### src/atl_pkg.sv
`timescale 1ns / 1ps
// shared types and constants for the arithmetic token lexer
// no dependencies

package atl_pkg;

  localparam int VALUE_BITS = 31;
  localparam int QDEPTH = 4;
  localparam int QAW = $clog2(QDEPTH);

  typedef logic [VALUE_BITS-1:0] value_t;
  typedef logic [2:0] kind_t;
  typedef logic [7:0] char_t;

  localparam kind_t K_OPEN   = 3'd0;
  localparam kind_t K_CLOSE  = 3'd1;
  localparam kind_t K_PLUS   = 3'd2;
  localparam kind_t K_MINUS  = 3'd3;
  localparam kind_t K_TIMES  = 3'd4;
  localparam kind_t K_NUMBER = 3'd5;
  localparam kind_t K_ERROR  = 3'd6;
  localparam kind_t K_END    = 3'd7;
  localparam kind_t K_NONE   = 3'd7;

  localparam char_t CH_OPEN  = 8'h28;
  localparam char_t CH_CLOSE = 8'h29;
  localparam char_t CH_TIMES = 8'h2A;
  localparam char_t CH_PLUS  = 8'h2B;
  localparam char_t CH_MINUS = 8'h2D;
  localparam char_t CH_SPACE = 8'h20;
  localparam char_t CH_ZERO  = 8'h30;
  localparam char_t CH_NINE  = 8'h39;

  typedef struct packed {
    kind_t  kind;
    value_t value;
    logic   last;
  } tok_t;

  typedef struct packed {
    logic [1:0] cnt;
    tok_t       t0;
    tok_t       t1;
  } push_t;

  typedef struct packed {
    logic [QAW:0] used;
  } qstat_t;

endpackage

### src/arithmetic_token_lexer.sv
`timescale 1ns / 1ps
// top level of the arithmetic token lexer
// depends on atl_pkg, atl_core and atl_outq

// Streaming lexer: one character is taken per cycle and its tokens appear on
// the result channel from the next cycle on. A character yields zero, one or
// two results (a token, an error, either of these followed by the end marker
// on the last character, or the end marker alone). Results pass through a
// four-entry queue, so the input keeps flowing while a result waits;
// in_ready drops only when fewer than two queue slots are free. Sustained
// rate is one character per cycle, bounded by one output result per cycle.

module arithmetic_token_lexer (
  input  logic                            clk,
  input  logic                            rst_n,
  input  logic                            in_valid,
  output logic                            in_ready,
  input  logic [7:0]                      in_char_code,
  input  logic                            in_last_char,
  output logic                            out_valid,
  input  logic                            out_ready,
  output logic [2:0]                      out_token_kind,
  output logic [atl_pkg::VALUE_BITS-1:0]  out_token_value,
  output logic                            out_last_result
);
  import atl_pkg::*;

  push_t  push;
  tok_t   head;
  qstat_t stat;
  logic   in_acc;
  logic   pop;

  assign in_ready = (stat.used <= (QAW+1)'(QDEPTH - 2));
  assign in_acc = in_valid && in_ready;
  assign out_valid = (stat.used != '0);
  assign pop = out_valid && out_ready;

  assign out_token_kind = head.kind;
  assign out_token_value = head.value;
  assign out_last_result = head.last;

  atl_core u_core (
    .clk       (clk),
    .rst_n     (rst_n),
    .accept    (in_acc),
    .char_code (in_char_code),
    .last_char (in_last_char),
    .push      (push)
  );

  atl_outq u_outq (
    .clk   (clk),
    .rst_n (rst_n),
    .push  (push),
    .pop   (pop),
    .head  (head),
    .stat  (stat)
  );

  a_used_bound: assert property (@(posedge clk) disable iff (!rst_n)
    stat.used <= (QAW+1)'(QDEPTH))
    else $error("result queue overfilled");

  a_end_queued: assert property (@(posedge clk) disable iff (!rst_n)
    (in_acc && in_last_char) |=> out_valid)
    else $error("no result after last character");

  a_stall_has_data: assert property (@(posedge clk) disable iff (!rst_n)
    !in_ready |-> out_valid)
    else $error("input stalled with empty queue");

  a_push_gated: assert property (@(posedge clk) disable iff (!rst_n)
    !in_acc |-> (push.cnt == 2'd0))
    else $error("request pushed without accepted character");

endmodule

### src/atl_core.sv
`timescale 1ns / 1ps
// lexer state registers and per-character token logic
// depends on atl_pkg

module atl_core (
  input  logic           clk,
  input  logic           rst_n,
  input  logic           accept,
  input  atl_pkg::char_t char_code,
  input  logic           last_char,
  output atl_pkg::push_t push
);
  import atl_pkg::*;

  kind_t  pend_r, pend_nxt;
  value_t acc_r, acc_nxt;
  logic   err_r, err_nxt;

  logic               is_space;
  logic [3:0]         digit;
  logic [VALUE_BITS+3:0] prod;
  logic               ovf;

  assign is_space = (char_code == CH_SPACE);
  assign digit = char_code[3:0];
  assign prod = ({4'b0, acc_r} << 3) + ({4'b0, acc_r} << 1)
              + {{VALUE_BITS{1'b0}}, digit};
  assign ovf = |prod[VALUE_BITS+3:VALUE_BITS];

  always_comb begin
    logic   a_v;
    kind_t  a_kind;
    value_t a_val;
    a_v = 1'b0;
    a_kind = K_ERROR;
    a_val = '0;
    pend_nxt = pend_r;
    acc_nxt = acc_r;
    err_nxt = err_r;
    push = '0;

    if (!err_r) begin
      if (pend_r == K_NUMBER) begin
        if (char_code inside {[CH_ZERO:CH_NINE]}) begin
          if (ovf) begin
            a_v = 1'b1;
            err_nxt = 1'b1;
            pend_nxt = K_NONE;
            acc_nxt = '0;
          end else begin
            acc_nxt = prod[VALUE_BITS-1:0];
          end
        end else if (is_space) begin
          a_v = 1'b1;
          a_kind = K_NUMBER;
          a_val = acc_r;
          pend_nxt = K_NONE;
          acc_nxt = '0;
        end else begin
          a_v = 1'b1;
          err_nxt = 1'b1;
          pend_nxt = K_NONE;
          acc_nxt = '0;
        end
      end else if (pend_r != K_NONE) begin
        if (is_space) begin
          a_v = 1'b1;
          a_kind = pend_r;
          pend_nxt = K_NONE;
        end else begin
          a_v = 1'b1;
          err_nxt = 1'b1;
          pend_nxt = K_NONE;
          acc_nxt = '0;
        end
      end else if (!is_space) begin
        case (char_code) inside
          CH_OPEN:  pend_nxt = K_OPEN;
          CH_CLOSE: pend_nxt = K_CLOSE;
          CH_PLUS:  pend_nxt = K_PLUS;
          CH_MINUS: pend_nxt = K_MINUS;
          CH_TIMES: pend_nxt = K_TIMES;
          [CH_ZERO:CH_NINE]: begin
            pend_nxt = K_NUMBER;
            acc_nxt = {{(VALUE_BITS-4){1'b0}}, digit};
          end
          default: begin
            a_v = 1'b1;
            err_nxt = 1'b1;
            pend_nxt = K_NONE;
            acc_nxt = '0;
          end
        endcase
      end

      if (last_char && !err_nxt) begin
        if (pend_nxt == K_NUMBER) begin
          a_v = 1'b1;
          a_kind = K_NUMBER;
          a_val = acc_nxt;
        end else if (pend_nxt == K_CLOSE) begin
          a_v = 1'b1;
          a_kind = K_CLOSE;
        end else if (pend_nxt != K_NONE) begin
          a_v = 1'b1;
          a_kind = K_ERROR;
        end
      end
    end

    if (last_char) begin
      pend_nxt = K_NONE;
      acc_nxt = '0;
      err_nxt = 1'b0;
    end

    // token first, end marker second
    if (a_v) begin
      push.t0.kind = a_kind;
      push.t0.value = a_val;
      push.t0.last = !last_char;
      if (last_char) begin
        push.cnt = 2'd2;
        push.t1.kind = K_END;
        push.t1.last = 1'b1;
      end else begin
        push.cnt = 2'd1;
      end
    end else if (last_char) begin
      push.cnt = 2'd1;
      push.t0.kind = K_END;
      push.t0.last = 1'b1;
    end

    if (!accept) begin
      push.cnt = 2'd0;
    end
  end

  always_ff @(posedge clk) begin
    if (!rst_n) begin
      pend_r <= K_NONE;
      acc_r <= '0;
      err_r <= 1'b0;
    end else if (accept) begin
      pend_r <= pend_nxt;
      acc_r <= acc_nxt;
      err_r <= err_nxt;
    end
  end

endmodule

### src/atl_outq.sv
`timescale 1ns / 1ps
// result queue, takes up to two tokens a cycle and hands out one
// depends on atl_pkg

module atl_outq (
  input  logic           clk,
  input  logic           rst_n,
  input  atl_pkg::push_t push,
  input  logic           pop,
  output atl_pkg::tok_t  head,
  output atl_pkg::qstat_t stat
);
  import atl_pkg::*;

  tok_t           mem_r [QDEPTH];
  logic [QAW-1:0] wr_ptr_r, wr_ptr_nxt;
  logic [QAW-1:0] rd_ptr_r, rd_ptr_nxt;
  logic [QAW:0]   used_r, used_nxt;
  logic [QAW-1:0] wr_ptr_p1;

  assign wr_ptr_p1 = wr_ptr_r + QAW'(1);
  assign wr_ptr_nxt = wr_ptr_r + QAW'(push.cnt);
  assign rd_ptr_nxt = rd_ptr_r + QAW'(pop);
  assign used_nxt = used_r + (QAW+1)'(push.cnt) - (QAW+1)'(pop);

  assign head = mem_r[rd_ptr_r];
  assign stat.used = used_r;

  always_ff @(posedge clk) begin
    if (push.cnt != 2'd0) begin
      mem_r[wr_ptr_r] <= push.t0;
    end
    if (push.cnt == 2'd2) begin
      mem_r[wr_ptr_p1] <= push.t1;
    end
  end

  always_ff @(posedge clk) begin
    if (!rst_n) begin
      wr_ptr_r <= '0;
      rd_ptr_r <= '0;
      used_r <= '0;
    end else begin
      wr_ptr_r <= wr_ptr_nxt;
      rd_ptr_r <= rd_ptr_nxt;
      used_r <= used_nxt;
    end
  end

endmodule
### config.mk
export PLATFORM = sky130hd
export DESIGN_NAME = arithmetic_token_lexer
export DESIGN_NICKNAME = d
export VERILOG_FILES = /design/src/atl_pkg.sv /design/src/arithmetic_token_lexer.sv /design/src/atl_core.sv /design/src/atl_outq.sv
export SDC_FILE = /design/constraint.sdc
export NUM_CORES = 1
export LEC_CHECK = 0
export ABC_AREA = 1
export CORE_ASPECT_RATIO = 2
export CORE_UTILIZATION = 49
export CTS_BUF_LIST = sky130_fd_sc_hd__clkbuf_4 sky130_fd_sc_hd__clkbuf_8
export DETAILED_ROUTE_END_ITERATION = 8
export DONT_BUFFER_PORTS = 1
export GPL_ROUTABILITY_DRIVEN = 0
export PLACE_DENSITY = 0.74
export SKIP_LAST_GASP = 1
export SYNTH_ARGS = -nofsm -noshare
export SYNTH_HDL_FRONTEND = slang
export SYNTH_SLANG_ARGS = --single-unit
### constraint.sdc
create_clock -name clk -period 6 [get_ports clk]
set_input_delay 1.8 -clock clk [delete_from_list [all_inputs] [get_ports clk]]
set_output_delay 1.8 -clock clk [all_outputs]
set_load 0.1 [all_outputs]
==> results of run 1 <==
registers in the layout (all words and copies together) (netlist names):
name and cells:
u_outq.mem_r 140, u_outq.stat 3, u_core.err_r 1, u_outq.rd_ptr_r 2
u_core.acc_r 31, u_outq.wr_ptr_r 2, u_core.pend_r 3
stage by stage:
| stage | std cells | cell area (um^2) | hold slack [ps] |
|---|---|---|---|
| after floorplan | 1693 | 11300 | 421 |
| after global placement | 1966 | 12100 | 433 |
| after detailed placement | 1966 | 12100 | 437 |
| after CTS | 1998 | 12600 | 455 |
| after global routing | 1998 | 12600 | 468 |
| final | 1998 | 12600 | 452 |
worst reg2reg max path: cells and delay by family, from the launching register on:
kind | cells | cell delay, ps
and+or+nand+nor | 21 | 2280
buffers and inverters | 6 | 700
AOI/OAI and AO/OA | 2 | 190
adders and majority gates | 3 | 1050
DFF | 1 | 430
final cells by class:
class | count | share of cell area
clock buffer | 22 | 0.0241
clock inverter | 10 | 0.00867
tap | 280 | 0.0279
inverter | 130 | 0.0389
sequential | 182 | 0.303
multi-input combinational | 1304 | 0.552
timing repair buffer | 70 | 0.0449
power by group through the flow:
stage	sequential, uW	clock (uW)	combinational, uW
6_report	1310	865	2170
5_1_grt	1310	926	2270
4_1_cts	1310	869	2160
3_5_place_dp	1340	0	2160
3_3_place_gp	1340	0	2140
2_1_floorplan	1330	0	1590
layer usage:
layer | routed length, um | share of wire
met5 | 0 | 0
met1 | 12500 | 0.35
met2 | 18900 | 0.53
met3 | 1790 | 0.051
met4 | 2250 | 0.064
cells in the mapped netlist (2+ instances only):
library cell / n
or2_2: 11
o21ai_1: 101
nor2_1: 159
xnor2_1: 4
o21ai_2: 2
a21oi_1: 70
clkbuf_1: 63
ha_1: 67
inv_1: 119
and3_1: 2
nand3b_1: 7
a21o_1: 2
nand3_1: 60
dfxtp_1: 166
fa_1: 3
nand4_1: 49
nor4_1: 2
o22ai_1: 37
nor3_1: 8
xor2_1: 15
buf_6: 2
nand2_2: 9
o211ai_1: 2
a31o_2: 2
nand3_2: 27
a32oi_1: 13
a31oi_1: 7
nand2_1: 532
inv_2: 6
o21bai_1: 2
buf_2: 10
nor2_4: 2
nor2_2: 5
clkinv_1: 5
o21ai_0: 97
edfxtp_1: 16
logic make-up (layout without fill, tap and decap cells):
family	count (synthesis)	after routing
xor gates and xnor gates	19	19
and+or+nand+nor	876	876
AOI/OAI and AO/OA	339	339
adders and majority gates	70	70
DFF	182	182
buffers and inverters	207	232
path summary, 6_finish.rpt:
kind	from	end	slack [ps]
hold / removal	u_outq.mem_r[1][3]	u_outq.mem_r[1][3]	450
setup / recovery	in_char_code[3]	u_outq.mem_r[3][30]	450
setup reg to reg	u_core.acc_r[0]	u_outq.mem_r[3][30]	1250
hold reg to reg	u_outq.mem_r[1][3]	u_outq.mem_r[1][3]	450
==> metrics.md, run 1 <==
| Metric | Value |
|---|---|
| Ports | 50 |
| I/O Buffers | 0 |
| HPWL after detailed placement | around 26000 um |
| Vert. Die Dim | 217 um |
| Sequential area share after synthesis | 0.336 |
| Most used cell along the critical path | nand2_1 |
| Largest family of logic cells by synthesized area | simple AND/OR/NAND/NOR gates |
| Full die area | between 20000 and 25000 um^2 |
| PwrDens | 346 nW/um^2 |
| Synth top area share | 0.294 |
| Pleak | ~0.0057 uW |
| Largest net degree at the start of global routing | roughly 70 |
| Hold Path Class | register to register |
| Status | finished clean |
| WP buf/inv | 6 |
| Part of the power in registers | 0.302 |
| Die width | approximately 110 um |
| Setup crit end kind | register |
| Post-route clock period utilization | 0.925 |
| Vias in the first global route | between 10k and 15k |
| Mapped Area | roughly 11000 um^2 |
| Commonest non-fill, non-tap cell in the layout | nand2_1 |
| H-tree Lvls | 4 |
| Later-pin clock latency in the skew report | a little under 500 ps |
| Initial core utilization | 0.500 |
| Met2 Use GR | 0.569 |
| Post-Place Worst Slack | 3.02 ps |
| Hold Buf Count CTS | 0 |
| Fin util | 0.554 |
| Worst vdd ir | between 400 and 500 uV |
| Synth Flop Type | dfxtp_1 |
| RSZ-0062 raised after global routing | false |
| Iteration-0 DRC count of the detailed router | about 1.1k |
| Yosys reg bits | between 150 and 200 |
| Critical path class | primary input to register |
| Largest area contributor in the netlist | dfxtp_1 |
| Met1 Track Usage GR | 0.301 |
| WHS Path Cells | 2 |
| CTS tree | built |
| Synth Area in XOR/XNOR | 0.0147 |
| Top cells by area, synth | dfxtp_1 (29%), nand2_1 (18%), ha_1 (7.4%) |
| Core area | around 23000 um^2 |
| Synthesis Warnings | 0 |
| First-pass DRT Iterations | 5 |
| Reg clk slew, reported paths | roughly 90 ps |
| Combinational share of power | 0.499 |
| Post-Synth Simple-Gate Area | 0.335 |
| Post-Route WL | approximately 35000 um |
| Cell family with most CP delay | simple AND/OR/NAND/NOR gates |
| Skew final | roughly 17 ps |
| Total GRT Usage | 0.307 |
| Commonest non-fill, non-tap cells in the layout | nand2_1 (532), dfxtp_1 (165), nor2_1 (157), inv_1 (119), o21ai_1 (101) |
| Peak Freq | ~180 MHz |
| Crit path arrival time | approximately 5900 ps |
| Mux contribution to synthesized area | 0 |
| Worst Setup Slack, final | 453 ps |
| Post-synthesis adder-cell area fraction | 0.0794 |
| Final hold violation count | 0 |
| Setup TNS | 0 ps |
| Vias per cell | 5.88 |
| Met3 GRT Util | 0.0500 |
| Crit Path Max Fanout | 31 |
| GRT Max-Usage Layer | met2 |
| Setup crit start kind | primary input |
| Clk pwr share | 0.199 |
| Net count after synthesis | 1776 |
| First-pass GRT wire length | between 50000 and 60000 um |
| Net Sw Power | around 2200 uW |
| Library cells used by synthesis | 45 |
| Int Pwr | 2120 uW |
| Worst r2r path cells | 32 |
| Row cnt | 78 |
| Clock sink total | 182 |
| Mean area per synthesized cell | ~6.7 um^2 |
| Post-route ant nets | 0 |
| Inserted Diodes | 0 |
| Power Total | between 4000 and 5000 uW |
| Post-synth EDFFs | 16 |
| Fraction of registers with async set or reset after synthesis | 0 |
| CP max stage delay | between 500 and 600 ps |
| Gr ovfl total | 0 |
| Syn Inst Count | about 1.7k |
| Setup violations, final | 0 |
| Multi-input gate area | 6930 um^2 |
| Reg area | roughly 3800 um^2 |
| Switching part of the total | 0.513 |
| Data required, critical path | 6370 ps |
| Resized cells post-CTS | 0 |
| Max_cap viols | 0 |
| DR vias | around 12k |
| Crit. path cell count | 32 |
| Num CTS Buffers | 17 |
| Worst-margin pin slew | about 1100 ps |
| CTS root buf | clkbuf_8 |
| Max Slew Vio Count | 0 |
| CP max stage cell | fa_1 |
| Relative slew slack | 0.264 |
| Compound-Gate Fraction of Synth Area | 0.164 |
| Initial antenna violation count | 0 |
| Post-CTS setup buffer count | 0 |
| Filler cells | about 2.2k |
| Average wire per standard cell | about 18 um |
| Clock buffer depth | 2 |
| Final #Nets | about 1.8k |
| Minimum clock period | approximately 5500 ps |
| DRC Markers | 0 |
| Share of layout cells above drive strength 1 | 0.120 |
| Area grow syn2layout | 10.9% |
No activity file was read; power rests on OpenSTA's default activity.
==> inputs of run 2 (changes only) <==
Settings changed: PLACE_DENSITY 0.74 to 0.66.
==> metrics.md, run 2 (synthesis results as in run 1) <==
| Metric | Value |
|---|---|
| Hold Path Class | register to register |
| Top Registers | u_outq.mem_r x140, u_core.acc_r x31 |
| First-pass DRT Iterations | 6 |
| Multi-input gate area | slightly below 7000 um^2 |
| Core area | about 23000 um^2 |
| Initial core utilization | 0.500 |
| Minimum clock period | 5460 ps |
| Area grow syn2layout | 9.38% |
| Clock buffer depth | 2 |
| Final hold violation count | 0 |
| Later-pin clock latency in the skew report | 480 ps |
| Pleak | around 0.0056 uW |
| Commonest non-fill, non-tap cells in the layout | nand2_1 (532), dfxtp_1 (165), nor2_1 (157), inv_1 (119), o21ai_1 (101) |
| Skew final | between 15 and 20 ps |
| CTS tree | built |
| DR vias | between 10k and 15k |
| Max Slew Vio Count | 0 |
| First-pass GRT wire length | 56400 um |
| Vias per cell | around 5.8 |
| Most used cell along the critical path | nand2_1 |
| Setup violations, final | 0 |
| Post-route ant nets | 0 |
| Crit path arrival time | approximately 5800 ps |
| Commonest non-fill, non-tap cell in the layout | nand2_1 |
| Setup crit end kind | register |
| Largest net degree at the start of global routing | approximately 70 |
| Total GRT Usage | 0.313 |
| Row cnt | 78 |
| Share of layout cells above drive strength 1 | 0.110 |
| Post-Route WL | 36200 um |
| Reg clk slew, reported paths | 90 ps |
| Final #Nets | about 1.8k |
| Hold Buf Count CTS | 0 |
| Relative slew slack | 0.211 |
| Vert. Die Dim | around 220 um |
| PwrDens | 338 nW/um^2 |
| Full die area | between 20000 and 25000 um^2 |
| Max_cap viols | 0 |
| CP max stage cell | fa_1 |
| Die width | about 110 um |
| RSZ-0062 raised after global routing | false |
| Worst vdd ir | slightly below 400 uV |
| HPWL after detailed placement | 26700 um |
| Worst-margin pin slew | approximately 1200 ps |
| Max reg flops | 140 |
| CTS root buf | clkbuf_8 |
| DRC Markers | 0 |
| Iteration-0 DRC count of the detailed router | roughly 860 |
| Num CTS Buffers | 17 |
| Post-CTS setup buffer count | 0 |
| H-tree Lvls | 4 |
| Critical path class | primary input to register |
| CP max stage delay | approximately 540 ps |
| Reg area | around 3800 um^2 |
| Crit Path Max Fanout | 24 |
| Power Total | around 4200 uW |
| Setup crit start kind | primary input |
| Filler cells | around 2.3k |
| Setup TNS | 0 ps |
| Ports | 50 |
| Status | finished clean |
| Initial antenna violation count | 0 |
| Average wire per standard cell | roughly 18 um |
| Resized cells post-CTS | 0 |
| Clock sink total | approximately 180 |
| I/O Buffers | 0 |
| Peak Freq | 183 MHz |
| Vias in the first global route | between 10k and 15k |
| Data required, critical path | between 6000 and 7000 ps |
| Biggest register | u_outq.mem_r |
| Post-route clock period utilization | 0.911 |
| Gr ovfl total | 0 |
==> run 2: changes by cell type in the layout (fill, tap and decap cells not counted), moves of 2 or more <==
cell,previous run,this run
clkinvlp_4,1,4
buf_4,67,47
inv_8,2,0
clkinv_4,3,0
clkinv_2,1,4
clkbuf_8,22,18
==> run 2: worst paths after layout <==
kind,startpoint,endpoint,slack [ps],cells past startpoint
worst max-delay path,in_char_code[3],u_outq.mem_r[3][27],540,32
worst min-delay path,u_outq.mem_r[1][22],u_outq.mem_r[1][22],450,2
worst max register to register,u_core.acc_r[30],u_outq.mem_r[3][27],1170,26
worst min register to register,u_outq.mem_r[1][22],u_outq.mem_r[1][22],450,2
==> run 2: worst max-delay path, delay by kind of cell <==
family          cells  cell delay (ps)
compound gates      2              190
buf+inv             6              610
simple gates       21             2230
fa+ha+maj           3              960
==> run 2: routing by layer <==
metal,wire length (um),vias up,GRT usage
li1,-,5617,-
met1,13100,5363,0.318
met2,19000,353,0.569
met3,1650,142,0.0494
met4,2480,0,0.211
met5,0,-,0
==> run 2: metrics by stage <==
stage               hold WS [ps]  worst slack (ps)  cell area [um^2]  utilization  cells
finish                       451               536             12400        0.547   1978
global route                 471              87.7             12400        0.546   1977
CTS                          454               554             12400        0.546   1977
detailed placement           436              50.6             12000        0.530   1946
global placement             432               143             12000        0.530   1946
floorplan                    421              42.6             11300            -   1693
==> run 2: cell type report <==
class,count,area share
inverter,130,0.0394
sequential,182,0.307
clock inverter,12,0.0103
clock buffer,19,0.0206
multi-input combinational,1304,0.560
timing repair buffer,50,0.0334
antenna,1,0.000202
tap,280,0.0283
==> run 2: power by group <==
group          internal [uW]  total, uW  switching, uW
logic                    350       2060           1710
registers               1280       1310           29.7
clock network            382        824            442
